--- src/rtl/bse_pkg.sv ---
// Package for the bubble sort engine: data width and sequencer state type.
// No dependencies; used by the interfaces and the top level.
`default_nettype none

package bse_pkg;

    localparam int DATA_W = 32;

    typedef logic signed [DATA_W-1:0] t_data;

    typedef enum logic [2:0] {
        S_LOAD,
        S_PRIME,
        S_LOADC,
        S_STEP,
        S_FLUSH,
        S_OUT_RD,
        S_OUT_LD
    } t_state;

endpackage

`default_nettype wire

--- src/rtl/bse_if.sv ---
// Valid/ready channel interfaces for the bubble sort engine input and output.
// Depends on bse_pkg for the data type.
`default_nettype none

interface bse_in_if;
    logic               valid;
    logic               ready;
    bse_pkg::t_data     value;
    logic               last_item;

    modport source (output valid, output value, output last_item, input ready);
    modport sink   (input valid, input value, input last_item, output ready);
endinterface

interface bse_out_if;
    logic               valid;
    logic               ready;
    bse_pkg::t_data     sorted_value;
    logic               end_of_run;
    logic               overflowed;

    modport source (output valid, output sorted_value, output end_of_run,
                    output overflowed, input ready);
    modport sink   (input valid, input sorted_value, input end_of_run,
                    input overflowed, output ready);
endinterface

`default_nettype wire

--- src/rtl/bubble_sort_engine.sv ---
// Bubble sort engine: loads one value per cycle, sorts with one shared compare
// unit streaming over a single-port-write memory, then emits in ascending order.
// After the last request it makes one pass per length m = n..2, then reads each result
// out through S_OUT_RD and S_OUT_LD, holding under output stall. Ready only while loading.
// Synchronous active-low reset clears count, overflow flag, state and out valid.
// Depends on bse_pkg and bse_if.
`default_nettype none

module bubble_sort_engine #(
    parameter int MAX_ITEMS = 64
) (
    input  wire         i_clk,
    input  wire         i_rst_n,
    bse_in_if.sink      i_in,
    bse_out_if.source   o_out
);
    import bse_pkg::*;

    localparam int AW = (MAX_ITEMS > 1) ? $clog2(MAX_ITEMS) : 1;
    localparam int CW = $clog2(MAX_ITEMS + 1);
    localparam logic [CW-1:0] CNT_MAX = CW'(MAX_ITEMS);
    localparam logic [CW-1:0] CNT_ONE = CW'(1);
    localparam logic [CW-1:0] CNT_TWO = CW'(2);

    t_data          mem [MAX_ITEMS];

    t_state         r_state, n_state;
    logic [CW-1:0]  r_count, n_count;
    logic           r_dropped, n_dropped;
    logic [CW-1:0]  r_m, n_m;
    logic [CW-1:0]  r_k, n_k;
    t_data          r_carry, n_carry;
    t_data          r_rd_data;
    logic           r_out_valid, n_out_valid;
    t_data          r_out_value, n_out_value;
    logic           r_out_end, n_out_end;
    logic           r_out_ovf, n_out_ovf;

    logic           mem_we;
    logic [AW-1:0]  mem_wa;
    t_data          mem_wd;
    logic [AW-1:0]  mem_ra;
    logic           in_acc;
    logic           out_free;
    logic [CW-1:0]  k_inc;
    logic [CW-1:0]  m_dec;

    assign in_acc   = i_in.valid && (r_state == S_LOAD);
    assign out_free = !r_out_valid || o_out.ready;
    assign k_inc    = r_k + CNT_ONE;
    assign m_dec    = r_m - CNT_ONE;

    assign i_in.ready         = (r_state == S_LOAD);
    assign o_out.valid        = r_out_valid;
    assign o_out.sorted_value = r_out_value;
    assign o_out.end_of_run   = r_out_end;
    assign o_out.overflowed   = r_out_ovf;

    // next state
    always_comb begin
        n_state = r_state;
        case (r_state)
            S_LOAD: begin
                if (in_acc && i_in.last_item) begin
                    if (n_count >= CNT_TWO) n_state = S_PRIME;
                    else                    n_state = S_OUT_RD;
                end
            end
            S_PRIME:  n_state = S_LOADC;
            S_LOADC:  n_state = S_STEP;
            S_STEP: begin
                if (k_inc == r_m) n_state = S_FLUSH;
            end
            S_FLUSH: begin
                if (m_dec >= CNT_TWO) n_state = S_PRIME;
                else                  n_state = S_OUT_RD;
            end
            S_OUT_RD: n_state = S_OUT_LD;
            S_OUT_LD: begin
                if (out_free) begin
                    if (k_inc == r_count) n_state = S_LOAD;
                    else                  n_state = S_OUT_RD;
                end
            end
            default:  n_state = S_LOAD;
        endcase
    end

    // datapath and memory control
    always_comb begin
        n_count     = r_count;
        n_dropped   = r_dropped;
        n_m         = r_m;
        n_k         = r_k;
        n_carry     = r_carry;
        n_out_valid = r_out_valid && !o_out.ready;
        n_out_value = r_out_value;
        n_out_end   = r_out_end;
        n_out_ovf   = r_out_ovf;
        mem_we      = 1'b0;
        mem_wa      = r_count[AW-1:0];
        mem_wd      = i_in.value;
        mem_ra      = r_k[AW-1:0];
        case (r_state)
            S_LOAD: begin
                if (in_acc) begin
                    if (r_count < CNT_MAX) begin
                        mem_we  = 1'b1;
                        n_count = r_count + CNT_ONE;
                    end else begin
                        n_dropped = 1'b1;
                    end
                end
                n_m = n_count;
                n_k = '0;
            end
            S_PRIME: begin
                mem_ra = '0;
            end
            S_LOADC: begin
                n_carry = r_rd_data;
                mem_ra  = AW'(1);
                n_k     = CNT_ONE;
            end
            S_STEP: begin
                // carry the larger value forward, drop the smaller one behind
                mem_ra = k_inc[AW-1:0];
                mem_we = 1'b1;
                mem_wa = AW'(r_k - CNT_ONE);
                if (r_carry > r_rd_data) begin
                    mem_wd = r_rd_data;
                end else begin
                    mem_wd  = r_carry;
                    n_carry = r_rd_data;
                end
                n_k = k_inc;
            end
            S_FLUSH: begin
                mem_we = 1'b1;
                mem_wa = m_dec[AW-1:0];
                mem_wd = r_carry;
                n_m    = m_dec;
                n_k    = '0;
            end
            S_OUT_RD: begin
                mem_ra = r_k[AW-1:0];
            end
            S_OUT_LD: begin
                mem_ra = r_k[AW-1:0];
                if (out_free) begin
                    n_out_valid = 1'b1;
                    n_out_value = r_rd_data;
                    n_out_end   = (k_inc == r_count);
                    n_out_ovf   = r_dropped;
                    n_k         = k_inc;
                    if (k_inc == r_count) begin
                        n_count   = '0;
                        n_dropped = 1'b0;
                    end
                end
            end
            default: begin
                mem_we = 1'b0;
            end
        endcase
    end

    always_ff @(posedge i_clk) begin
        if (mem_we) begin
            mem[mem_wa] <= mem_wd;
        end
        r_rd_data <= mem[mem_ra];
    end

    always_ff @(posedge i_clk) begin
        if (!i_rst_n) begin
            r_state     <= S_LOAD;
            r_count     <= '0;
            r_dropped   <= 1'b0;
            r_out_valid <= 1'b0;
        end else begin
            r_state     <= n_state;
            r_count     <= n_count;
            r_dropped   <= n_dropped;
            r_out_valid <= n_out_valid;
        end
    end

    always_ff @(posedge i_clk) begin
        r_m         <= n_m;
        r_k         <= n_k;
        r_carry     <= n_carry;
        r_out_value <= n_out_value;
        r_out_end   <= n_out_end;
        r_out_ovf   <= n_out_ovf;
    end

endmodule

`default_nettype wire

--- src/flat_wrapper.sv ---
// flat-port wrapper written by rule: the top's interface ports become plain ports
module bubble_sort_engine_flat import bse_pkg::*;
#(
    parameter int MAX_ITEMS = 64
)
  (i_clk, i_rst_n, i_in_valid, i_in_value, i_in_last_item, i_in_ready, o_out_valid, o_out_sorted_value, o_out_end_of_run, o_out_overflowed, o_out_ready);
  bse_in_if i_in_i ();
  bse_out_if o_out_i ();
  input  wire i_clk;
  input  wire i_rst_n;
  input wire logic [$bits(i_in_i.valid)-1:0] i_in_valid;
  input wire logic [$bits(i_in_i.value)-1:0] i_in_value;
  input wire logic [$bits(i_in_i.last_item)-1:0] i_in_last_item;
  output wire logic [$bits(i_in_i.ready)-1:0] i_in_ready;
  output wire logic [$bits(o_out_i.valid)-1:0] o_out_valid;
  output wire logic [$bits(o_out_i.sorted_value)-1:0] o_out_sorted_value;
  output wire logic [$bits(o_out_i.end_of_run)-1:0] o_out_end_of_run;
  output wire logic [$bits(o_out_i.overflowed)-1:0] o_out_overflowed;
  input wire logic [$bits(o_out_i.ready)-1:0] o_out_ready;
  assign i_in_i.valid = i_in_valid;
  assign i_in_i.value = i_in_value;
  assign i_in_i.last_item = i_in_last_item;
  assign i_in_ready = i_in_i.ready;
  assign o_out_valid = o_out_i.valid;
  assign o_out_sorted_value = o_out_i.sorted_value;
  assign o_out_end_of_run = o_out_i.end_of_run;
  assign o_out_overflowed = o_out_i.overflowed;
  assign o_out_i.ready = o_out_ready;
  bubble_sort_engine #(.MAX_ITEMS(MAX_ITEMS)) u_core (.i_clk(i_clk), .i_rst_n(i_rst_n), .i_in(i_in_i), .o_out(o_out_i));
endmodule
--- config.mk ---
export PLATFORM = sky130hd
export DESIGN_NAME = bubble_sort_engine_flat
export DESIGN_NICKNAME = d
export VERILOG_FILES = /design/src/rtl/bse_pkg.sv /design/src/rtl/bse_if.sv /design/src/rtl/bubble_sort_engine.sv /design/src/flat_wrapper.sv
export SDC_FILE = /design/constraint.sdc
export NUM_CORES = 2
export LEC_CHECK = 0
export ABC_AREA = 1
export BUFFER_PORTS_ARGS = -buffer_cell sky130_fd_sc_hd__buf_2
export CAP_MARGIN = 10
export CORE_MARGIN = 1.5
export CORE_UTILIZATION = 50
export DETAILED_ROUTE_END_ITERATION = 8
export PLACE_DENSITY = 0.68
export SLEW_MARGIN = 40
export SYNTH_ARGS = -nofsm -noshare
export SYNTH_HDL_FRONTEND = slang
export SYNTH_SLANG_ARGS = --single-unit
--- constraint.sdc ---
create_clock -name i_clk -period 3.2 [get_ports i_clk]
set_input_delay 0.96 -clock i_clk [delete_from_list [all_inputs] [get_ports i_clk]]
set_output_delay 0.96 -clock i_clk [all_outputs]
set_load 0.1 [all_outputs]
==> impl_metrics.py <==
metrics = {
    "clock_network": {
        "cts.path.max_buffers": 3,
        "postCtsHoldBufs": 0,
        "htree_levels": 4,
        "clock_sinks": 2172,
        "cts_inserted_buffers": 212,
        "cts_tree": "built",
        "clock-root-buffer": "clkbuf_16",
        "clk_pin_slew_ns": 0.06,
        "clk_latency_ns": 0.87,
    },
    "layout": {
        "synthToLayoutAreaGrowth_pct": 18.7,
        "drive_above_1_share": 0.148,
        "layout.nets": 6957,
        "mostFrequentLayoutCells": "edfxtp_1 (2128), nor2_1 (1111), o21ai_0 (1083)",
        "layout.area.seq_sq_mm": 0.0648,
        "multi_input_area_sq_mm": 0.0199,
        "final_common_cell": "edfxtp_1",
        "n_fill_cell": 12900,
    },
    "yosys": {
        "yosysUniqueCellTypes": 40,
        "synth_top_cell_by_area": "edfxtp_1",
        "synth_area_sq_mm": 0.0867,
        "synth-edff-count": 2128,
        "ys_warn_count": 0,
        "syn-num-nets": 6635,
        "synth_ff_type": "edfxtp_1",
        "yosysSeqAreaShare": 0.747,
        "ys_ff_latch": 2172,
        "synth_top_area_frac": 0.737,
        "avgSynthCellArea_sq_um": 13.2,
        "async_flop_share": 0,
        "synth_area_leaders": "edfxtp_1 (74%), o21ai_0 (6.3%), nor2_1 (5.1%)",
        "synthCells": 6561,
    },
    "timing": {
        "fin_tns_setup_ns": 0,
        "setup_viol": 0,
        "fin_crit_ns": 3.18,
        "hold_ws_ns": 0.386,
        "rsz0062_at_grt": "yes",
        "fmax_ghz": 0.315,
        "drv_slew": 0,
        "hold_violations": 0,
        "skew_ns": 0.0490,
        "worst_slew_pin_slew_ns": 0.857,
        "fin_crit_sh": 0.993,
        "relSlewSlack": 0.423,
    },
    "global_routing": {
        "grt_pass1_vias": 55700,
        "grt_usage": 0.300,
        "gr-total-overflow": 0,
        "grt_first_pass_wirelength_um": 382000,
        "antenna_found_initial": 8,
        "grt_max_degree": 168,
    },
    "floorplan": {
        "io_pins": 73,
        "row_count": 152,
        "core_sq_mm": 0.172,
        "initial_core_util": 0.504,
        "chipHeight_um": 419,
        "die_area_sq_mm": 0.176,
        "die_w_um": 419,
    },
    "flow_run": {
        "maxCapViolCount": 0,
    },
    "critical_path": {
        "max_stage_delay_ns": 0.45,
        "path_cells": "inv_1 > ha_1 > nand4_1 > nor3_1 > and3_1 > nand2_1 > a21o_4 > nand3_4 > buf_12 > nand2_1 > nand3_2 > nand2_8 > clkbuf_16",
        "cpLargestDelayFamily": "simple AND/OR/NAND/NOR gates",
        "ff2ff_setup_slack_ns": 0.02,
        "setup.worst_path.end_class": "register",
        "cp_common_cell": "nand2_1",
        "crit_arrival_ns": 3.75,
        "timing.rr.end": "u_core.mem[14][16]$_DFFE_PP_",
        "start_kind": "register",
        "cp_num_cells": 13,
        "r2r_start": "u_core.r_rd_data[31]$_DFF_P_",
        "crit_slowest_cell": "dfxtp_1",
        "path_class": "register to register",
        "cp-startpoint": "u_core.r_rd_data[31]$_DFF_P_",
        "worst_ep_required_time_ns": 3.78,
        "rr_worst_depth": 13,
        "crit_fanout": 19,
        "path_buf_inv": 3,
        "crit_path_end": "u_core.mem[14][16]$_DFFE_PP_",
    },
    "drt": {
        "drc": 0,
        "drtIter0Drc": 9480,
        "viasPerCell": 6.40,
        "vias": 60100,
        "drt_first_pass_iters": 6,
        "totalWireLength_um": 273000,
        "wl_per_cell_um": 29.1,
        "ant_nets": 0,
    },
    "run_status": {
        "status": "completed",
    },
    "power_and_ir_drop": {
        "power.density_mw_per_mm2": 1120,
        "switching_share": 0.417,
        "internal_power_mw": 67.1,
        "switchingPower_mw": 48.1,
        "combPwrFrac": 0.458,
        "power_frac_seq": 0.327,
        "power_frac_clock": 0.215,
        "p_leak_nw": 33.6,
        "ir_drop_uv": 1760,
    },
    "placed_design": {
        "place_hpwl_um": 155000,
        "globalplace.congestion": 0.921,
        "io_buffers": 72,
    },
    "hold_path": {
        "hold_path_class": "input pin to register",
    },
}
==> synth_stat cells, types with 8 or more instances <==
master,number
clkbuf_1,310
nand4_1,40
buf_6,8
o21ai_0,1087
inv_1,186
ha_1,37
xor2_1,9
buf_4,29
a21oi_1,59
edfxtp_1,2128
o221ai_1,193
o211ai_1,292
o21ai_1,58
nand2_1,254
buf_2,106
buf_1,15
o22ai_1,256
nor2_1,1176
dfxtp_1,44
nand3_1,224
==> logic make-up (layout without fill, tap and decap cells) <==
kind of cell             count (synthesis)  after routing  share of synthesized area
XOR/XNOR                                16             16                    0.00162
flip-flops                            2172           2172                      0.747
AND/OR/NAND/NOR                       1716           1716                     0.0794
adder cells (fa/ha/maj)                 37             37                    0.00534
buffers and inverters                  663           1172                     0.0322
AO/OA/AOI/OAI                         1957           1957                      0.134
other                                    0              2                          0
==> registers in the layout (all words and copies together) (netlist names) <==
name,count
u_core.mem,2048
u_core.o_out.sorted_value,32
u_core.r_carry,32
u_core.r_rd_data,32
u_core.r_count,7
u_core.r_k,7
u_core.r_m,7
u_core.r_state,3
u_core.o_out.end_of_run,1
u_core.o_out.overflowed,1
u_core.o_out.valid,1
u_core.r_dropped,1
==> worst min-delay path by stage <==
stage,startpoint,to,slack [ns],depth (start not counted)
finish,i_rst_n,u_core.r_dropped$_SDFFE_PN0P_,0.39,3
global route,i_rst_n,u_core.r_dropped$_SDFFE_PN0P_,0.39,3
CTS,i_rst_n,u_core.r_dropped$_SDFFE_PN0P_,0.33,3
detailed placement,u_core.r_dropped$_SDFFE_PN0P_,u_core.o_out.overflowed$_DFFE_PP_,0.42,0
global placement,u_core.r_dropped$_SDFFE_PN0P_,u_core.o_out.overflowed$_DFFE_PP_,0.42,0
floorplan,u_core.r_dropped$_SDFFE_PN0P_,u_core.o_out.overflowed$_DFFE_PP_,0.40,0
==> per-layer routing <==
metal  GRT usage  wire (um)  vias up
li1            -          -    25400
met1       0.411     102000    29800
met2       0.460     124000     4160
met3      0.0629      33600      652
met4       0.141      14100       10
met5           0         60        -
==> tightest hold or removal path: cells and delay by family <==
| family | cells | cell delay (ns) |
|---|---|---|
| compound gates | 2 | 0.11 |
| buf+inv | 1 | 0.13 |
==> power by group through the flow <==
stage                     registers [mW]  logic, mW  clock network, mW
after floorplan                     38.2       27.2                  0
after global placement              38.1       48.3                  0
after detailed placement            38.2       49.3                  0
after CTS                           37.6       49.7               24.9
after global routing                37.7       56.0               26.0
final                               37.6       52.8               24.7
==> cell type report <==
class	count	share of cell area
flip-flops and latches	2172	0.630
multi-input cells	3726	0.194
repair buffers	576	0.0737
clock buffers	264	0.0543
well taps	2310	0.0281
clock inverters	137	0.0126
inverters	195	0.00765
diodes	2	0.0000487
==> per-stage QoR <==
step                      utilization  setup WS [ns]  cell area (sq um)  std cells  power, mW
after detailed placement        0.553         -0.198              95100       8950       87.5
final                           0.598         0.0232             103000       9382        115
after global routing            0.598        -0.0950             103000       9380        120
after CTS                       0.593        -0.0191             102000       9351        112
after floorplan                     -         -0.550              86700       6561       65.3
after global placement          0.553         -0.199              95000       8948       86.4
==> what timing repair did <==
item | CTS | global route
hold endpoints to repair | 0 | 0
gates cloned | 0 | 23
gates resized for setup | 14 | 68
pin swaps | 0 | 10
buffers inserted | 0 | 6
endpoints found under the setup margin | 2088 | 2105
Power figures use the tool's default switching activity.
